===== config.mk =====
export PLATFORM = sky130hd
export DESIGN_NAME = line_break_finder
export DESIGN_NICKNAME = d
export VERILOG_FILES = /design/src/hw/rtl/lbf_pkg.sv /design/src/hw/rtl/lbf_step.sv /design/src/hw/rtl/lbf_out_reg.sv /design/src/hw/rtl/line_break_finder.sv
export SDC_FILE = /design/constraint.sdc
export NUM_CORES = 1
export LEC_CHECK = 0
export BUFFER_PORTS_ARGS = -buffer_cell sky130_fd_sc_hd__buf_2
export CAP_MARGIN = 5
export CORE_MARGIN = 3
export CORE_UTILIZATION = 45
export DETAILED_ROUTE_END_ITERATION = 8
export MAX_ROUTING_LAYER = met4
export PLACE_DENSITY = 0.65
export SKIP_CTS_REPAIR_TIMING = 1
export SKIP_LAST_GASP = 1
export SLEW_MARGIN = 25
export SYNTH_ARGS = -nofsm -noshare
export SYNTH_HDL_FRONTEND = slang
export SYNTH_SLANG_ARGS = --single-unit

===== constraint.sdc =====
create_clock -name clk -period 5.15 [get_ports clk]
set_clock_uncertainty 0.05 [all_clocks]
set_input_delay 1.03 -clock clk [delete_from_list [all_inputs] [get_ports clk]]
set_output_delay 1.03 -clock clk [all_outputs]
set_load 0.02 [all_outputs]

===== src/hw/rtl/lbf_pkg.sv =====
// Shared types and constants for the line break finder.
// No dependencies; used by every module of the block.
package lbf_pkg;

  localparam int CHAR_BITS    = 8;
  localparam int WIDTH_BITS   = 12;
  localparam int COL_BITS     = 13;
  localparam int OFFSET_BITS  = 16;
  localparam int OUTCOME_BITS = 3;
  localparam int CFG_IDX_BITS = 1;
  // Tab stops must stay a power of two: the column remainder is a mask.
  localparam int TAB_WIDTH    = 8;
  localparam int TAB_BITS     = $clog2(TAB_WIDTH);

  localparam logic [OFFSET_BITS-1:0] OFFSET_MAX = {OFFSET_BITS{1'b1}};
  localparam logic [WIDTH_BITS-1:0]  MAX_WIDTH_RESET = WIDTH_BITS'(80);

  localparam logic [CHAR_BITS-1:0] CH_NUL   = 8'd0;
  localparam logic [CHAR_BITS-1:0] CH_TAB   = 8'd9;
  localparam logic [CHAR_BITS-1:0] CH_LF    = 8'd10;
  localparam logic [CHAR_BITS-1:0] CH_CR    = 8'd13;
  localparam logic [CHAR_BITS-1:0] CH_SPACE = 8'd32;

  typedef enum logic [CFG_IDX_BITS-1:0] {
    REG_MAX_WIDTH       = 1'b0,
    REG_OVERFLOW_REPORT = 1'b1
  } lbf_reg_t;

  typedef enum logic [OUTCOME_BITS-1:0] {
    OUT_END_TEXT     = 3'd0,
    OUT_NEWLINE      = 3'd1,
    OUT_WORD_BREAK   = 3'd2,
    OUT_NO_BREAK     = 3'd3,
    OUT_OVF_REPORT   = 3'd4,
    OUT_OVF_EXTEND   = 3'd5
  } lbf_outcome_t;

  typedef enum logic [2:0] {
    PH_DONE   = 3'b001,
    PH_SCAN   = 3'b010,
    PH_EXTEND = 3'b100
  } lbf_phase_t;

  typedef struct packed {
    lbf_phase_t             phase;
    logic [COL_BITS-1:0]    col;
    logic                   in_word;
    logic [OFFSET_BITS-1:0] last_word_end;
    logic                   word_end_seen;
    logic [OFFSET_BITS-1:0] byte_index;
  } lbf_state_t;

  typedef struct packed {
    logic                   emit;
    logic [OFFSET_BITS-1:0] offset;
    lbf_outcome_t           outcome;
  } lbf_result_t;

endpackage


===== src/hw/rtl/lbf_step.sv =====
// Per-byte scan logic: next scan state and the optional result for one item.
// Depends on lbf_pkg.
module lbf_step (
  input  logic [lbf_pkg::CHAR_BITS-1:0]  char_code,
  input  logic                           start_of_text,
  input  lbf_pkg::lbf_state_t            state,
  input  logic [lbf_pkg::WIDTH_BITS-1:0] max_width,
  input  logic                           overflow_report,
  output lbf_pkg::lbf_state_t            state_next,
  output lbf_pkg::lbf_result_t           result
);

  lbf_pkg::lbf_state_t              cur;
  logic                             is_blank;
  logic                             is_ctrl_or_high;
  logic [lbf_pkg::OFFSET_BITS-1:0]  index_inc;
  logic [lbf_pkg::TAB_BITS:0]       tab_step;
  logic [lbf_pkg::COL_BITS-1:0]     col_add;

  always_comb begin
    cur = state;
    if (start_of_text) begin
      cur.phase         = lbf_pkg::PH_SCAN;
      cur.col           = '0;
      cur.in_word       = 1'b0;
      cur.last_word_end = '0;
      cur.word_end_seen = 1'b0;
      cur.byte_index    = '0;
    end
  end

  assign is_blank = (char_code == lbf_pkg::CH_SPACE) ||
                    ((char_code >= lbf_pkg::CH_TAB) && (char_code <= lbf_pkg::CH_CR));
  assign is_ctrl_or_high = char_code[7] || (char_code < lbf_pkg::CH_SPACE);
  assign index_inc = (cur.byte_index == lbf_pkg::OFFSET_MAX) ?
                     cur.byte_index : cur.byte_index + 1'b1;
  assign tab_step = (lbf_pkg::TAB_BITS+1)'(lbf_pkg::TAB_WIDTH) -
                    {1'b0, cur.col[lbf_pkg::TAB_BITS-1:0]};

  always_comb begin
    if (char_code == lbf_pkg::CH_TAB) begin
      col_add = lbf_pkg::COL_BITS'(tab_step);
    end else if ((char_code == lbf_pkg::CH_SPACE) || !is_ctrl_or_high) begin
      col_add = lbf_pkg::COL_BITS'(1);
    end else begin
      col_add = lbf_pkg::COL_BITS'(2);
    end
  end

  always_comb begin
    state_next     = cur;
    result.emit    = 1'b0;
    result.offset  = cur.byte_index;
    result.outcome = lbf_pkg::OUT_END_TEXT;
    if (start_of_text && (max_width == '0)) begin
      state_next.phase = lbf_pkg::PH_DONE;
      result.emit      = 1'b1;
      result.offset    = '0;
      result.outcome   = lbf_pkg::OUT_NO_BREAK;
    end else begin
      unique case (cur.phase)
        lbf_pkg::PH_EXTEND: begin
          if ((char_code == lbf_pkg::CH_NUL) || is_blank) begin
            state_next.phase = lbf_pkg::PH_DONE;
            result.emit      = 1'b1;
            result.outcome   = lbf_pkg::OUT_OVF_EXTEND;
          end else begin
            state_next.byte_index = index_inc;
          end
        end
        lbf_pkg::PH_SCAN: begin
          if (char_code == lbf_pkg::CH_NUL) begin
            state_next.phase = lbf_pkg::PH_DONE;
            result.emit      = 1'b1;
          end else if ((char_code == lbf_pkg::CH_LF) || (char_code == lbf_pkg::CH_CR)) begin
            state_next.phase = lbf_pkg::PH_DONE;
            result.emit      = 1'b1;
            result.outcome   = lbf_pkg::OUT_NEWLINE;
            if (!cur.in_word && cur.word_end_seen) begin
              result.offset = cur.last_word_end;
            end
          end else begin
            state_next.col        = cur.col + col_add;
            state_next.byte_index = index_inc;
            if ((char_code == lbf_pkg::CH_TAB) || (char_code == lbf_pkg::CH_SPACE)) begin
              if (cur.in_word) begin
                state_next.last_word_end = cur.byte_index;
                state_next.word_end_seen = 1'b1;
                state_next.in_word       = 1'b0;
              end
            end else begin
              state_next.in_word = 1'b1;
            end
            if (state_next.col >= {1'b0, max_width}) begin
              if (state_next.in_word && !state_next.word_end_seen) begin
                if (overflow_report) begin
                  state_next.phase = lbf_pkg::PH_DONE;
                  result.emit      = 1'b1;
                  result.offset    = index_inc;
                  result.outcome   = lbf_pkg::OUT_OVF_REPORT;
                end else begin
                  state_next.phase = lbf_pkg::PH_EXTEND;
                end
              end else if (state_next.word_end_seen) begin
                state_next.phase = lbf_pkg::PH_DONE;
                result.emit      = 1'b1;
                result.offset    = state_next.last_word_end;
                result.outcome   = lbf_pkg::OUT_WORD_BREAK;
              end else begin
                state_next.phase = lbf_pkg::PH_DONE;
                result.emit      = 1'b1;
                result.offset    = '0;
                result.outcome   = lbf_pkg::OUT_NO_BREAK;
              end
            end
          end
        end
        default: begin
          state_next = cur;
        end
      endcase
    end
  end

endmodule


===== src/hw/rtl/lbf_out_reg.sv =====
// Result register on the master side of the line break finder.
// Depends on lbf_pkg.
module lbf_out_reg (
  input  logic                            clk,
  input  logic                            rst,
  input  logic                            load,
  input  lbf_pkg::lbf_result_t            result,
  output logic                            free,
  output logic                            m_tvalid,
  input  logic                            m_tready,
  output logic [lbf_pkg::OFFSET_BITS-1:0] m_tdata,   // break_offset
  output logic [lbf_pkg::OUTCOME_BITS-1:0] m_tuser   // outcome
);

  assign free = !m_tvalid || m_tready;

  always_ff @(posedge clk) begin
    if (rst) begin
      m_tvalid <= 1'b0;
    end else if (free) begin
      m_tvalid <= load;
    end
  end

  always_ff @(posedge clk) begin
    if (free && load) begin
      m_tdata <= result.offset;
      m_tuser <= result.outcome;
    end
  end

endmodule


===== src/hw/rtl/line_break_finder.sv =====
// Top level of the line break finder: input register, scan state, config registers.
// Depends on lbf_pkg, lbf_step and lbf_out_reg.
//
// The block takes one text byte per cycle and gives at most one break result per
// scan. An accepted byte is held in the input register and is folded into
// the scan state by the step logic. Its result, if any, loads into the result
// register once that register is free, and is then valid on the master side.
// The input register and the result register together sustain one byte per
// cycle while m_tready does not stall them. A stall on m_tready holds the result
// register and, once that is full, the input register.
// Configuration is taken in any cycle and must only be written while idle.
module line_break_finder (
  input  logic                              clk,
  input  logic                              rst,
  input  logic                              s_tvalid,
  output logic                              s_tready,
  input  logic [lbf_pkg::CHAR_BITS-1:0]     s_tdata,   // char_code
  input  logic                              s_tuser,   // start_of_text
  output logic                              m_tvalid,
  input  logic                              m_tready,
  output logic [lbf_pkg::OFFSET_BITS-1:0]   m_tdata,   // break_offset
  output logic [lbf_pkg::OUTCOME_BITS-1:0]  m_tuser,   // outcome
  input  logic                              cfg_valid,
  output logic                              cfg_ready,
  input  logic [lbf_pkg::CFG_IDX_BITS-1:0]  cfg_index,
  input  logic [lbf_pkg::WIDTH_BITS-1:0]    cfg_data
);

  logic                             in_valid;
  logic [lbf_pkg::CHAR_BITS-1:0]    in_char;
  logic                             in_start;
  logic                             out_free;
  logic                             advance;
  logic [lbf_pkg::WIDTH_BITS-1:0]   max_width;
  logic                             overflow_report;
  lbf_pkg::lbf_state_t              state;
  lbf_pkg::lbf_state_t              state_next;
  lbf_pkg::lbf_result_t             result;

  assign cfg_ready = 1'b1;
  assign advance   = in_valid && out_free;
  assign s_tready  = !in_valid || out_free;

  always_ff @(posedge clk) begin
    if (rst) begin
      max_width       <= lbf_pkg::MAX_WIDTH_RESET;
      overflow_report <= 1'b0;
    end else if (cfg_valid && cfg_ready) begin
      unique case (lbf_pkg::lbf_reg_t'(cfg_index))
        lbf_pkg::REG_MAX_WIDTH:       max_width       <= cfg_data;
        lbf_pkg::REG_OVERFLOW_REPORT: overflow_report <= cfg_data[0];
        default: ;
      endcase
    end
  end

  always_ff @(posedge clk) begin
    if (rst) begin
      in_valid <= 1'b0;
    end else if (s_tready) begin
      in_valid <= s_tvalid;
    end
  end

  always_ff @(posedge clk) begin
    if (s_tready && s_tvalid) begin
      in_char  <= s_tdata;
      in_start <= s_tuser;
    end
  end

  always_ff @(posedge clk) begin
    if (rst) begin
      state.phase         <= lbf_pkg::PH_DONE;
      state.col           <= '0;
      state.in_word       <= 1'b0;
      state.last_word_end <= '0;
      state.word_end_seen <= 1'b0;
      state.byte_index    <= '0;
    end else if (advance) begin
      state <= state_next;
    end
  end

  lbf_step u_step (
    .char_code       (in_char),
    .start_of_text   (in_start),
    .state           (state),
    .max_width       (max_width),
    .overflow_report (overflow_report),
    .state_next      (state_next),
    .result          (result)
  );

  lbf_out_reg u_out (
    .clk      (clk),
    .rst      (rst),
    .load     (advance && result.emit),
    .result   (result),
    .free     (out_free),
    .m_tvalid (m_tvalid),
    .m_tready (m_tready),
    .m_tdata  (m_tdata),
    .m_tuser  (m_tuser)
  );

  a_zero_width_no_break: assert property (@(posedge clk) disable iff (rst)
    (advance && in_start && (max_width == '0)) |=>
      (m_tvalid && (m_tuser == lbf_pkg::OUT_NO_BREAK) && (m_tdata == '0)))
    else $error("zero width start did not give an immediate no-break result");

  a_index_monotonic: assert property (@(posedge clk) disable iff (rst)
    (advance && !in_start) |=> (state.byte_index >= $past(state.byte_index)))
    else $error("byte index went backward within a scan");

  a_extend_only_first_word: assert property (@(posedge clk) disable iff (rst)
    (state.phase == lbf_pkg::PH_EXTEND) |-> (state.in_word && !state.word_end_seen))
    else $error("extend phase entered outside an overlong first word");

  a_outcome_range: assert property (@(posedge clk) disable iff (rst)
    m_tvalid |-> (m_tuser <= lbf_pkg::OUT_OVF_EXTEND))
    else $error("result outcome out of range");

  a_done_after_result: assert property (@(posedge clk) disable iff (rst)
    (advance && result.emit) |=> (state.phase == lbf_pkg::PH_DONE))
    else $error("scan kept running after a result");

endmodule


Word-level counts from Yosys, hierarchy flattened
Cells that the tools add are included.
{"block": "classes", "add_sub_neg": 3, "n_lt_le_gt_ge": 4, "n_eq_ne": 7, "muxes": 43, "n_bitwise": 1, "reduce_logical": 25}
{"operator": "$mux W47", "n": 3}
{"operator": "$mux W17", "n": 6}
{"operator": "$mux W20", "n": 5}
{"operator": "$mux W16", "n": 4}
{"operator": "$mux W50", "n": 1}
{"operator": "$mux W19", "n": 2}
{"operator": "$pmux W16 S2", "n": 1}
{"operator": "$mux W31", "n": 1}
{"operator": "$eq A8 B4 Y1 const B", "n": 3}
{"operator": "$mux W3", "n": 8}
{"operator": "$add A16 B1 Y16 const B", "n": 1}
{"operator": "$eq A16 B16 Y1 const B", "n": 1}
{"operator": "$add A13 B13 Y13", "n": 1}
{"operator": "$ge A13 B12 Y1", "n": 1}
{"operator": "$mux W13", "n": 1}
{"operator": "$logic_not A12 Y1", "n": 1}
{"operator": "$pmux W3 S2", "n": 2}
{"operator": "$eq A8 B6 Y1 const B", "n": 1}
{"operator": "$ge A8 B4 Y1 const B", "n": 1}
{"operator": "$le A8 B4 Y1 const B", "n": 1}
{"operator": "$logic_and A1 B1 Y1", "n": 8}
{"operator": "$logic_not A8 Y1", "n": 1}
{"operator": "$logic_or A1 B1 Y1", "n": 8}
{"operator": "$lt A8 B6 Y1 const B", "n": 1}
{"operator": "9 further kinds", "n": 20}
{"block": "totals", "register_bits": 93, "inputBits": 27, "elab_cells": 97}

Logic depth before layout (Yosys ltp)
Gate-level depths: netlist of the first run.
{"block": "depth", "depth_word": 17, "depth_mapped": 23, "ltp_nobuf": 20}

Hierarchy
From an unflattened synthesis of the first run, not the netlist that was laid out.
{"block": "unflattened", "hier_cells": 873, "hier_area_um2": 7221.9}
{"module": "lbf_step", "n_inst": 1, "cells_per_inst": 546, "area_per_inst_um2": 3377.0}
{"module": "line_break_finder", "n_inst": 1, "cells_per_inst": 303, "area_per_inst_um2": 3219.3}
{"module": "lbf_out_reg", "n_inst": 1, "cells_per_inst": 24, "area_per_inst_um2": 625.6}

Worst setup path before layout of the first run
OpenSTA, ideal clock, no wires.
{"block": "synth_path", "path_kind": "register to register", "startpoint": "register in_start", "endpoint": "register u_out.m_tdata[0] in the netlist's numbering, enable pin", "setup_ps": 379, "arrival_time_ps": 5002, "slack_ps": -281, "path_stages_with_launch": 23, "period_less_slack_ps": 5431, "path_cell_list": "edfxtp_1 -> clkbuf_2 -> inv_1 -> clkbuf_1 -> buf_1 -> nand2_1 -> ha_1 -> o21a_1 -> fa_1 -> nor2b_1 -> o2111ai_1 -> nand2_1 -> a21oi_1 -> or3_1 -> xor2_1 -> nor2_1 -> ha_1 -> nand4_1 -> nor2_1 -> o221ai_1 -> o211a_1 -> a21oi_2 -> o31a_1"}
{"block": "synth_between", "elab_chain_len": 17, "word_cells_on_any_way": 24}
{"element": "start, declared", "line": "line_break_finder.sv:31", "rtl": "logic in_start;"}
{"element": "start signal, assigned", "line": "line_break_finder.sv:68", "rtl": "in_start <= s_tuser;"}
{"element": "parallel branches: the longest is 14 deep, another holds $add A13 B13 Y13"}
{"element": "$mux W20 *", "line": "lbf_step.sv:55", "rtl": "if (start_of_text && (max_width == '0)) begin"}
{"element": "$logic_and A1 B1 Y1 *", "line": "line_break_finder.sv:98", "rtl": ".load (advance && result.emit),"}
{"element": "$logic_and A1 B1 Y1 *", "line": "lbf_out_reg.sv:26", "rtl": "if (free && load) begin"}
{"element": "end signal, assigned", "line": "lbf_out_reg.sv:27", "rtl": "m_tdata <= result.offset;"}
{"element": "end, declared", "line": "lbf_out_reg.sv:11", "rtl": "output logic [lbf_pkg::OFFSET_BITS-1:0] m_tdata,"}
Every way passes the cells marked *. The select of a mux whose other input is x is not followed.
A chain may end at the register's enable or synchronous reset.

Final worst setup path of the first run
{"block": "layout_path", "startpoint": "register in_char[2] in the netlist's numbering", "endpoint": "register u_out.m_tdata[10] in the netlist's numbering (data pin)"}
{"block": "layout_between", "elab_chain_len": 14, "word_cells_on_any_way": 33}
{"element": "start, declared", "line": "line_break_finder.sv:30", "rtl": "logic [lbf_pkg::CHAR_BITS-1:0] in_char;"}
{"element": "start signal, assigned", "line": "line_break_finder.sv:67", "rtl": "in_char <= s_tdata;"}
{"element": "parallel branches: the longest is 12 deep, another holds $add A13 B13 Y13"}
{"element": "$mux W19 *", "line": "lbf_step.sv:72", "rtl": "if (char_code == lbf_pkg::CH_NUL) begin"}
{"element": "$mux W16 *", "line": "lbf_step.sv:61", "rtl": "unique case (cur.phase)"}
Marks and branches as above.

==> results.ini, run 1 <==
[yosys]
ys_seq_area_share_pct=34.9
synth_fa_ha_area_share_pct=3.79
synth_edf_count=28
postSynth.asyncResetShare_pct=0
yosys.area.top_type=dfxtp_1
yosysTopAreaCellShare_pct=21.2
synthSimpleGateAreaFrac_pct=27.2
avgSynthCellArea_um2=8.16
synth-xor-area-share_pct=2.14
synth-seq-cells=93
ys_top_cells_by_area=dfxtp_1, edfxtp_1, nand2_1, a21oi_1, nor2_1
syn-instance-count=753
yosys_warnings=0
synth_compound_area_share_pct=26.0
synthMuxAreaShare_pct=1.45
synth_top_family_by_area=simple AND/OR/NAND/NOR gates
netlist_area_mm2=0.00614
synth_cell_types=85
synth-main-ff-cell=dfxtp_1
postSynthNetCount=798

[placement]
gp_congestion=1.01
io_buffers=47
dp_cells=945
placed_cell_area_mm2=0.00650
place.detailed.hpwl_um=14100
place_ws_ns=0.158

[floorplan]
fp.dieH_um=123
core_mm2=0.0133
die_w_um=123
initial_core_util_pct=46.2
io_pins=49
rows=42
dieArea_mm2=0.0151

[global_routing]
grt_max_degree=44
grt_pass1_vias=5972
grt_pass1_wl_um=31500
grt_usage_pct=27.6
antenna_found_initial=0
grt.overflow.total=0

[clock_tree]
clk_pin_slew_ns=0.08
clkLatencyLatePin_ns=0.37
htreeDepth=3
cts_sinks=93
clk_path_buf_depth=2
clockRootBuffer=clkbuf_16
cts_made_buffers=9
cts_tree=done

[timing]
finalHoldWorstSlack_ns=0.422
drv_slew=0
relSlewSlack_pct=26.3
rsz0062_at_grt=true
final_hold_viol_count=0
finalCritPeriodShare_pct=94.9
timing.fmax_mhz=205
timing.final.ws_setup_ns=0.260
min_period_ns=4.89
tightest_slew_ns=1.10
setup_viol=0

[pwr]
ir_drop_mv=0.149
powerDensity_mw_per_mm2=252
power_leakage_nw=2.44
totalPowerFinal_mw=1.74

[worst_setup_path]
path_cells=nor2_1, nand4_1, o21a_1, fa_1, nor2b_1, o2111ai_1, nand2_1, a21oi_4, or3_1, xor2_1, nor2_1, ha_1, nand4_1, nor2_1, o221ai_1, o211a_1, a21o_1, nor2_1, o21ai_0
worst-path-stages=19
path_delay_family=compound AO/OA/AOI/OAI gates
critPathCapture=u_out.m_tdata[10]
cpMaxStageDelayCell=edfxtp_1
critPathLaunch=in_char[2]
path_max_fanout=10
regToRegStartpoint=in_char[2]
worst-r2r-cell-count=19
r2r_slack_ns=0.26
cp_common_cell=nor2_1
crit_buf_inv=0
r2r-end=u_out.m_tdata[10]
max_stage_delay_ns=0.52
crit_path_end_kind=register
arrival_ns=4.94
crit_required_ns=5.20
path_class=reg -> reg
startpoint_type=register

[layout]
multiInputGateArea_mm2=0.00376
area_growth_pct=12.3
nets=825
stdcell_count=962
drive_above_1_share_pct=13.1
num-fill-cells=1257
regArea_mm2=0.00214
fin_area_mm2=0.00690

[detailed_routing]
dr.pass1.iters=6
wl_per_cell_um=20.9
antenna_left=0
num_vias=6195
via_per_inst=6.44
wl_um=20100
route.detailed.drc=0
first_iter_violations=730

[run_status]
status=finished, final reports clean

[hold_path]
min-delay-path-class=reg -> reg

[flow_run]
cap_violations=0

[cells in the mapped netlist, drive strengths merged (3+ instances only)]
| cell type | n |
|---|---|
| edfxtp | 28 |
| a221o | 5 |
| o21ai | 50 |
| o22ai | 8 |
| xnor2 | 8 |
| inv | 17 |
| ha | 17 |
| or3 | 8 |
| clkbuf | 26 |
| nand2 | 94 |
| o32ai | 3 |
| a32o | 3 |
| a21oi | 59 |
| nand4 | 9 |
| a21o | 3 |
| dfxtp | 65 |
| o211ai | 8 |
| nor2 | 72 |
| o21a | 5 |
| xor2 | 7 |
| o21bai | 4 |
| or4 | 9 |
| nor2b | 20 |
| nand3 | 37 |
| and3 | 11 |
| nand4b | 5 |
| o2111ai | 3 |
| nor4 | 7 |
| a211oi | 10 |
| nand3b | 5 |
| buf | 20 |
| mux2i | 5 |
| nor3b | 3 |
| nor4b | 3 |
| o221ai | 3 |
| nand2b | 13 |
| a22oi | 25 |
| nor3 | 16 |
| a31oi | 8 |
| and2 | 5 |
| a211o | 7 |
[report_power, final]
part	switching, mW	internal [mW]	total (mW)
sequential	0.0156	0.767	0.782
clock	0.313	0.479	0.792
combinational	0.111	0.0534	0.164
[how the worst min path moves through the flow]
stage	slack, ns	cells after the start	endpoint	from
6_report	0.42	2	max_width[8]	max_width[8]
5_1_grt	0.45	2	max_width[1]	max_width[1]
4_1_cts	0.42	2	max_width[1]	max_width[1]
3_5_place_dp	0.40	1	state[37]	state[37]
3_3_place_gp	0.40	1	state[37]	state[37]
2_1_floorplan	0.38	1	state[37]	state[37]
[layout by cell type, fill, tap and decap left out, types with 8 or more instances in the layout]
cell type,n
nor2_1,71
a211oi_1,9
buf_2,47
edfxtp_1,28
o21ai_0,45
nand4_1,9
dfxtp_1,65
or4_1,8
nor2b_1,20
nor3_1,15
clkbuf_16,12
buf_4,15
a22oi_1,25
and3_1,11
ha_1,17
nand2b_1,13
nand3_1,37
inv_1,17
a31oi_1,8
o211ai_1,8
a21oi_1,56
xnor2_1,8
or3_1,8
nand2_1,94
[metal layers]
metal | GRT usage [%] | vias up | wire length, um
met5 | - | - | 0
met4 | 16.0 | 0 | 915
met3 | 4.33 | 63 | 1500
met2 | 43.3 | 312 | 9490
met1 | 33.7 | 2953 | 8220
li1 | - | 2867 | -
[cell type report]
type | count | area share (%)
multi-input combinational | 597 | 54.6
sequential | 93 | 31.0
timing repair buffer | 62 | 5.04
clock buffer | 13 | 4.55
tap | 176 | 3.19
inverter | 17 | 0.925
clock inverter | 3 | 0.635
antenna | 1 | 0.0363
[flip-flops by register name (all words and copies together), names as in the netlist]
register         flops
in_valid             1
in_start             1
state               50
in_char              8
u_out.m_tvalid       1
u_out.m_tuser        3
max_width           12
overflow_report      1
u_out.m_tdata       16
[tightest hold or removal path, stage by stage (launching register included)]
cell     delay [ns]
dfxtp_1        0.32
nand2_1        0.05
a21oi_1        0.05
[stage by stage]
| stage | TNS, ns | utilization (%) |
|---|---|---|
| floorplan | 0 | - |
| global placement | 0 | 48.9 |
| detailed placement | 0 | 48.9 |
| CTS | 0 | 51.6 |
| global route | -0.184 | 51.9 |
| finish | 0 | 51.9 |
[logic make-up after synthesis]
kind of cell / after synthesis
other cells: 1
mux: 7
simple gates: 323
fa+ha+maj: 18
xor+xnor: 15
compound gates: 233
flops: 93
buf+inv: 63
No activity file was read; power rests on OpenSTA's default activity.
==> run 2: changes to the inputs <==
--- a/config.mk
+++ b/config.mk
@@ -7,6 +7,7 @@
 export LEC_CHECK = 0
 export BUFFER_PORTS_ARGS = -buffer_cell sky130_fd_sc_hd__buf_2
 export CAP_MARGIN = 5
+export CORE_ASPECT_RATIO = 0.9
 export CORE_MARGIN = 3
 export CORE_UTILIZATION = 45
 export DETAILED_ROUTE_END_ITERATION = 8
==> run 2 against run 1 <==
  * Worst hold slack got worse by 0.0014 ns
  * Count of clock-buffer cells in the layout decreased by 2
  * Sequential power about the same
  * Critical path depth down 1
  * Total power shrank 7.2%
  * Maximum frequency fell by 1.7%
  * Core utilization is 0.83 points higher
==> results.ini, run 2 (synthesized netlist as in run 1, its figures left out) <==
[detailed_routing]
route.detailed.drc=0
antenna_left=0
num_vias=6289
wl_um=20600
first_iter_violations=811
dr.pass1.iters=6
wl_per_cell_um=21.6
via_per_inst=6.60

[layout]
layout_common_cells=nand2_1, nor2_1, dfxtp_1, a21oi_1, buf_2
diodes=0
largest_reg_flops=50
num-fill-cells=1246
reg.largest.list=state x50, u_out.m_tdata x16, max_width x12
final_common_cell=nand2_1
nets=829
drive_above_1_share_pct=13.6
stdcell_count=953
largest_register=state
area_growth_pct=11.9

[clock_tree]
clk_pin_slew_ns=0.07
cts_sinks=93
clkLatencyLatePin_ns=0.36
htreeDepth=3
clockRootBuffer=clkbuf_16
cts_tree=done
cts_made_buffers=9
clk_path_buf_depth=2

[worst_setup_path]
path_delay_family=compound AO/OA/AOI/OAI gates
cp_common_cell=ha_1
max_stage_delay_ns=0.49
crit_path_end_kind=register
startpoint_type=register
arrival_ns=5.06
crit_required_ns=5.24
path_max_fanout=6
path_class=reg -> reg
path_cells=nor2b_4, nand4_1, o21ai_0, ha_1, fa_1, nor2b_1, o2111ai_2, nand2_1, a21oi_4, buf_4, xnor2_1, ha_1, a211o_1, o221ai_1, o211a_1, a21o_1, nor2_1, o32ai_1
crit_buf_inv=1
cpMaxStageDelayCell=edfxtp_1

[global_routing]
grt_usage_pct=27.8
grt.overflow.total=0
antenna_found_initial=0
grt_pass1_vias=5581
grt_pass1_wl_um=31600
grt_max_degree=44

[floorplan]
core_mm2=0.0130
initial_core_util_pct=47.1
rows=39
io_pins=49
die_w_um=129
fp.dieH_um=117
dieArea_mm2=0.0151

[placement]
place_ws_ns=0.00275
dp_cells=929
gp_congestion=1.01
place.detailed.hpwl_um=15100
io_buffers=47

[pwr]
power_leakage_nw=2.43
totalPowerFinal_mw=1.61
powerDensity_mw_per_mm2=235
ir_drop_mv=0.196

[timing]
setup_viol=0
drv_slew=0
tightest_slew_ns=1.06
relSlewSlack_pct=29.1
final_hold_viol_count=0
finalHoldWorstSlack_ns=0.421
timing.final.ws_setup_ns=0.178
min_period_ns=4.97
finalCritPeriodShare_pct=96.6
timing.fmax_mhz=201

[hold_path]
min-delay-path-class=reg -> reg

[flow_run]
cap_violations=0

[run_status]
status=finished, final reports clean

==> run 2: worst reg2reg max path, stage by stage, from the launching register on <==
cell       delay [ns]
edfxtp_1         0.49
nor2b_4          0.20
nand4_1          0.18
o21ai_0          0.12
ha_1             0.22
fa_1             0.45
nor2b_1          0.17
o2111ai_2        0.24
nand2_1          0.13
a21oi_4          0.27
buf_4            0.17
xnor2_1          0.11
ha_1             0.26
a211o_1          0.29
o221ai_1         0.20
o211a_1          0.33
a21o_1           0.30
nor2_1           0.16
o32ai_1          0.40
==> run 2: through the flow <==
stage               setup TNS (ns)  instance area [um2]  utilization [%]
finish                           0                 6870             52.7
global route                -0.128                 6870             52.7
CTS                         -0.281                 6740             51.8
detailed placement               0                 6460             49.6
global placement                 0                 6460             49.6
floorplan                        0                 6150                -
==> run 2: final cells by class <==
cell class | count | area (um2) | share of cell area (%)
tap | 164 | 205 | 2.99
sequential | 93 | 2140 | 31.2
clock buffer | 11 | 233 | 3.39
timing repair buffer | 66 | 378 | 5.50
multi-input combinational | 597 | 3800 | 55.3
clock inverter | 5 | 51.3 | 0.747
inverter | 17 | 63.8 | 0.929
==> run 2: worst paths after layout <==
| kind | slack, ns | from | end | cells past startpoint |
|---|---|---|---|---|
| setup / recovery | 0.18 | in_char[3] | u_out.m_tdata[7] | 18 |
| setup reg to reg | 0.18 | in_char[3] | u_out.m_tdata[7] | 18 |
| hold reg to reg | 0.42 | max_width[3] | max_width[3] | 2 |
| hold / removal | 0.42 | max_width[3] | max_width[3] | 2 |
==> run 2: per-layer routing <==
layer	routed length, um	global-route usage, %	vias to the layer above
li1	-	-	2875
met1	9760	41.8	3044
met2	8270	36.3	342
met3	2260	7.94	28
met4	312	7.07	0
met5	0	-	-
==> run 2: power by group <==
group          switching (mW)  internal, mW  total [mW]
Clock                   0.286         0.373       0.660
Combinational           0.113        0.0567       0.170
Sequential             0.0164         0.767       0.783
Total                   0.416          1.20        1.61
==> run 3: changes to the inputs <==
--- a/config.mk
+++ b/config.mk
@@ -11,7 +11,6 @@
 export CORE_MARGIN = 3
 export CORE_UTILIZATION = 45
 export DETAILED_ROUTE_END_ITERATION = 8
-export MAX_ROUTING_LAYER = met4
 export PLACE_DENSITY = 0.65
 export SKIP_CTS_REPAIR_TIMING = 1
 export SKIP_LAST_GASP = 1
==> run 3 against run 2 <==
  * Via count decreased by 2.8%
  * Sequential share of layout area grew 0.29 points
  * Worst hold slack better by 0.0044 ns
  * Worst setup slack better by 0.060 ns
  * Critical path type unchanged
  * Sequential power about the same
  * Clock power decreased by 3.9%
  * Flip-flop and latch count unchanged
  * Total power fell by 2.1%
  * Core utilization is 0.49 points lower
  * Count of clock-buffer cells in the layout up 3
  * Largest power group unchanged
  * Combinational power down 4%
==> results.ini, run 3 (synthesized netlist as in run 1, its figures left out) <==
[run_status]
status=finished, final reports clean

[clock_tree]
cts_sinks=93
clkLatencyLatePin_ns=0.35
cts_tree=done
clk_path_buf_depth=2
clockRootBuffer=clkbuf_16
clk_pin_slew_ns=0.06
htreeDepth=3
cts_made_buffers=9

[layout]
num-fill-cells=1253
largest_reg_flops=50
regArea_mm2=0.00214
layout_common_cells=nand2_1, nor2_1, dfxtp_1, a21oi_1, buf_2
fin_area_mm2=0.00681
largest_register=state
area_growth_pct=10.8
final_common_cell=nand2_1
diodes=0
stdcell_count=949
multiInputGateArea_mm2=0.00377
nets=825
reg.largest.list=state x50, u_out.m_tdata x16, max_width x12
drive_above_1_share_pct=12.6
final_core_util_pct=52.2

[timing]
setup_viol=0
min_period_ns=4.91
timing.final.ws_setup_ns=0.238
timing.fmax_mhz=204
finalHoldWorstSlack_ns=0.425
finalSetupTns_ns=0
relSlewSlack_pct=34.2
final_hold_viol_count=0
finalCritPeriodShare_pct=95.4
tightest_slew_ns=0.983
drv_slew=0

[worst_setup_path]
path_class=reg -> reg
arrival_ns=4.93
crit_path_end_kind=register
path_max_fanout=8
startpoint_type=register
crit_required_ns=5.17
r2r_slack_ns=0.24

[pwr]
powerDensity_mw_per_mm2=232
power_leakage_nw=2.41
totalPowerFinal_mw=1.58
ir_drop_mv=0.153

[placement]
place_ws_ns=0.0341
io_buffers=47
placed_cell_area_mm2=0.00647
gp_congestion=0.946
dp_cells=931
place.detailed.hpwl_um=14900

[detailed_routing]
wl_per_cell_um=21.1
dr.pass1.iters=5
num_vias=6113
via_per_inst=6.44
wl_um=20000
antenna_left=0
route.detailed.drc=0
first_iter_violations=816

[flow_run]
cap_violations=0

[floorplan]
initial_core_util_pct=47.1
core_mm2=0.0130
fp.dieH_um=117
die_w_um=129
io_pins=49
rows=39
dieArea_mm2=0.0151

[global_routing]
grt_usage_pct=27.4
grt_pass1_wl_um=31800
grt_max_degree=44
antenna_found_initial=0
grt.overflow.total=0
grt_pass1_vias=5582

[hold_path]
min-delay-path-class=reg -> reg

## run 3: changes by cell type in the layout (fill, tap and decap cells not counted), sizes merged
cell,delta
clkinv,-1
clkbuf,+3
bufinv,-1
clkinvlp,-1
buf,-4
## run 3: area by class of cell
type | instances | area share [%]
clock buffers | 14 | 3.90
multi-input cells | 597 | 55.4
repair buffers | 62 | 5.11
flip-flops and latches | 93 | 31.5
inverters | 17 | 0.938
clock inverters | 2 | 0.147
well taps | 164 | 3.02
## run 3: final timing paths
path | startpoint | end | cells after the start
worst max-delay path | in_char[6] | u_out.m_tdata[12] | 19
worst max register to register | in_char[6] | u_out.m_tdata[12] | 19
worst min register to register | state[37] | state[37] | 1
worst min-delay path | state[37] | state[37] | 1
## run 3: where the power goes
| part | switching (mW) | total (mW) | internal (mW) |
|---|---|---|---|
| clock | 0.278 | 0.634 | 0.356 |
| combinational | 0.110 | 0.164 | 0.0541 |
| sequential | 0.0145 | 0.782 | 0.767 |
## run 3: routing by layer
layer,part of all wire [%],global-route usage [%],routed length (um)
met1,47,42.1,9470
met2,40,37.1,8010
met3,11,8.48,2300
met4,1.2,6.93,248
met5,0,0,0
## run 3: worst max-delay path, stage by stage, from the launching register on
cell and delay, ns:
edfxtp_1 0.44, nor3_2 0.24, nand4_1 0.19, o21a_1 0.25, fa_1 0.49, nor2b_1 0.17
o2111ai_1 0.29, nand2_1 0.16, a21oi_4 0.28, or3_1 0.18, xor2_1 0.15, nor2_1 0.05
ha_1 0.32, nand4_1 0.11, nor2_1 0.05, o221ai_1 0.08, o211a_1 0.30, nand2_1 0.27
o21ai_2 0.35, o32ai_1 0.19
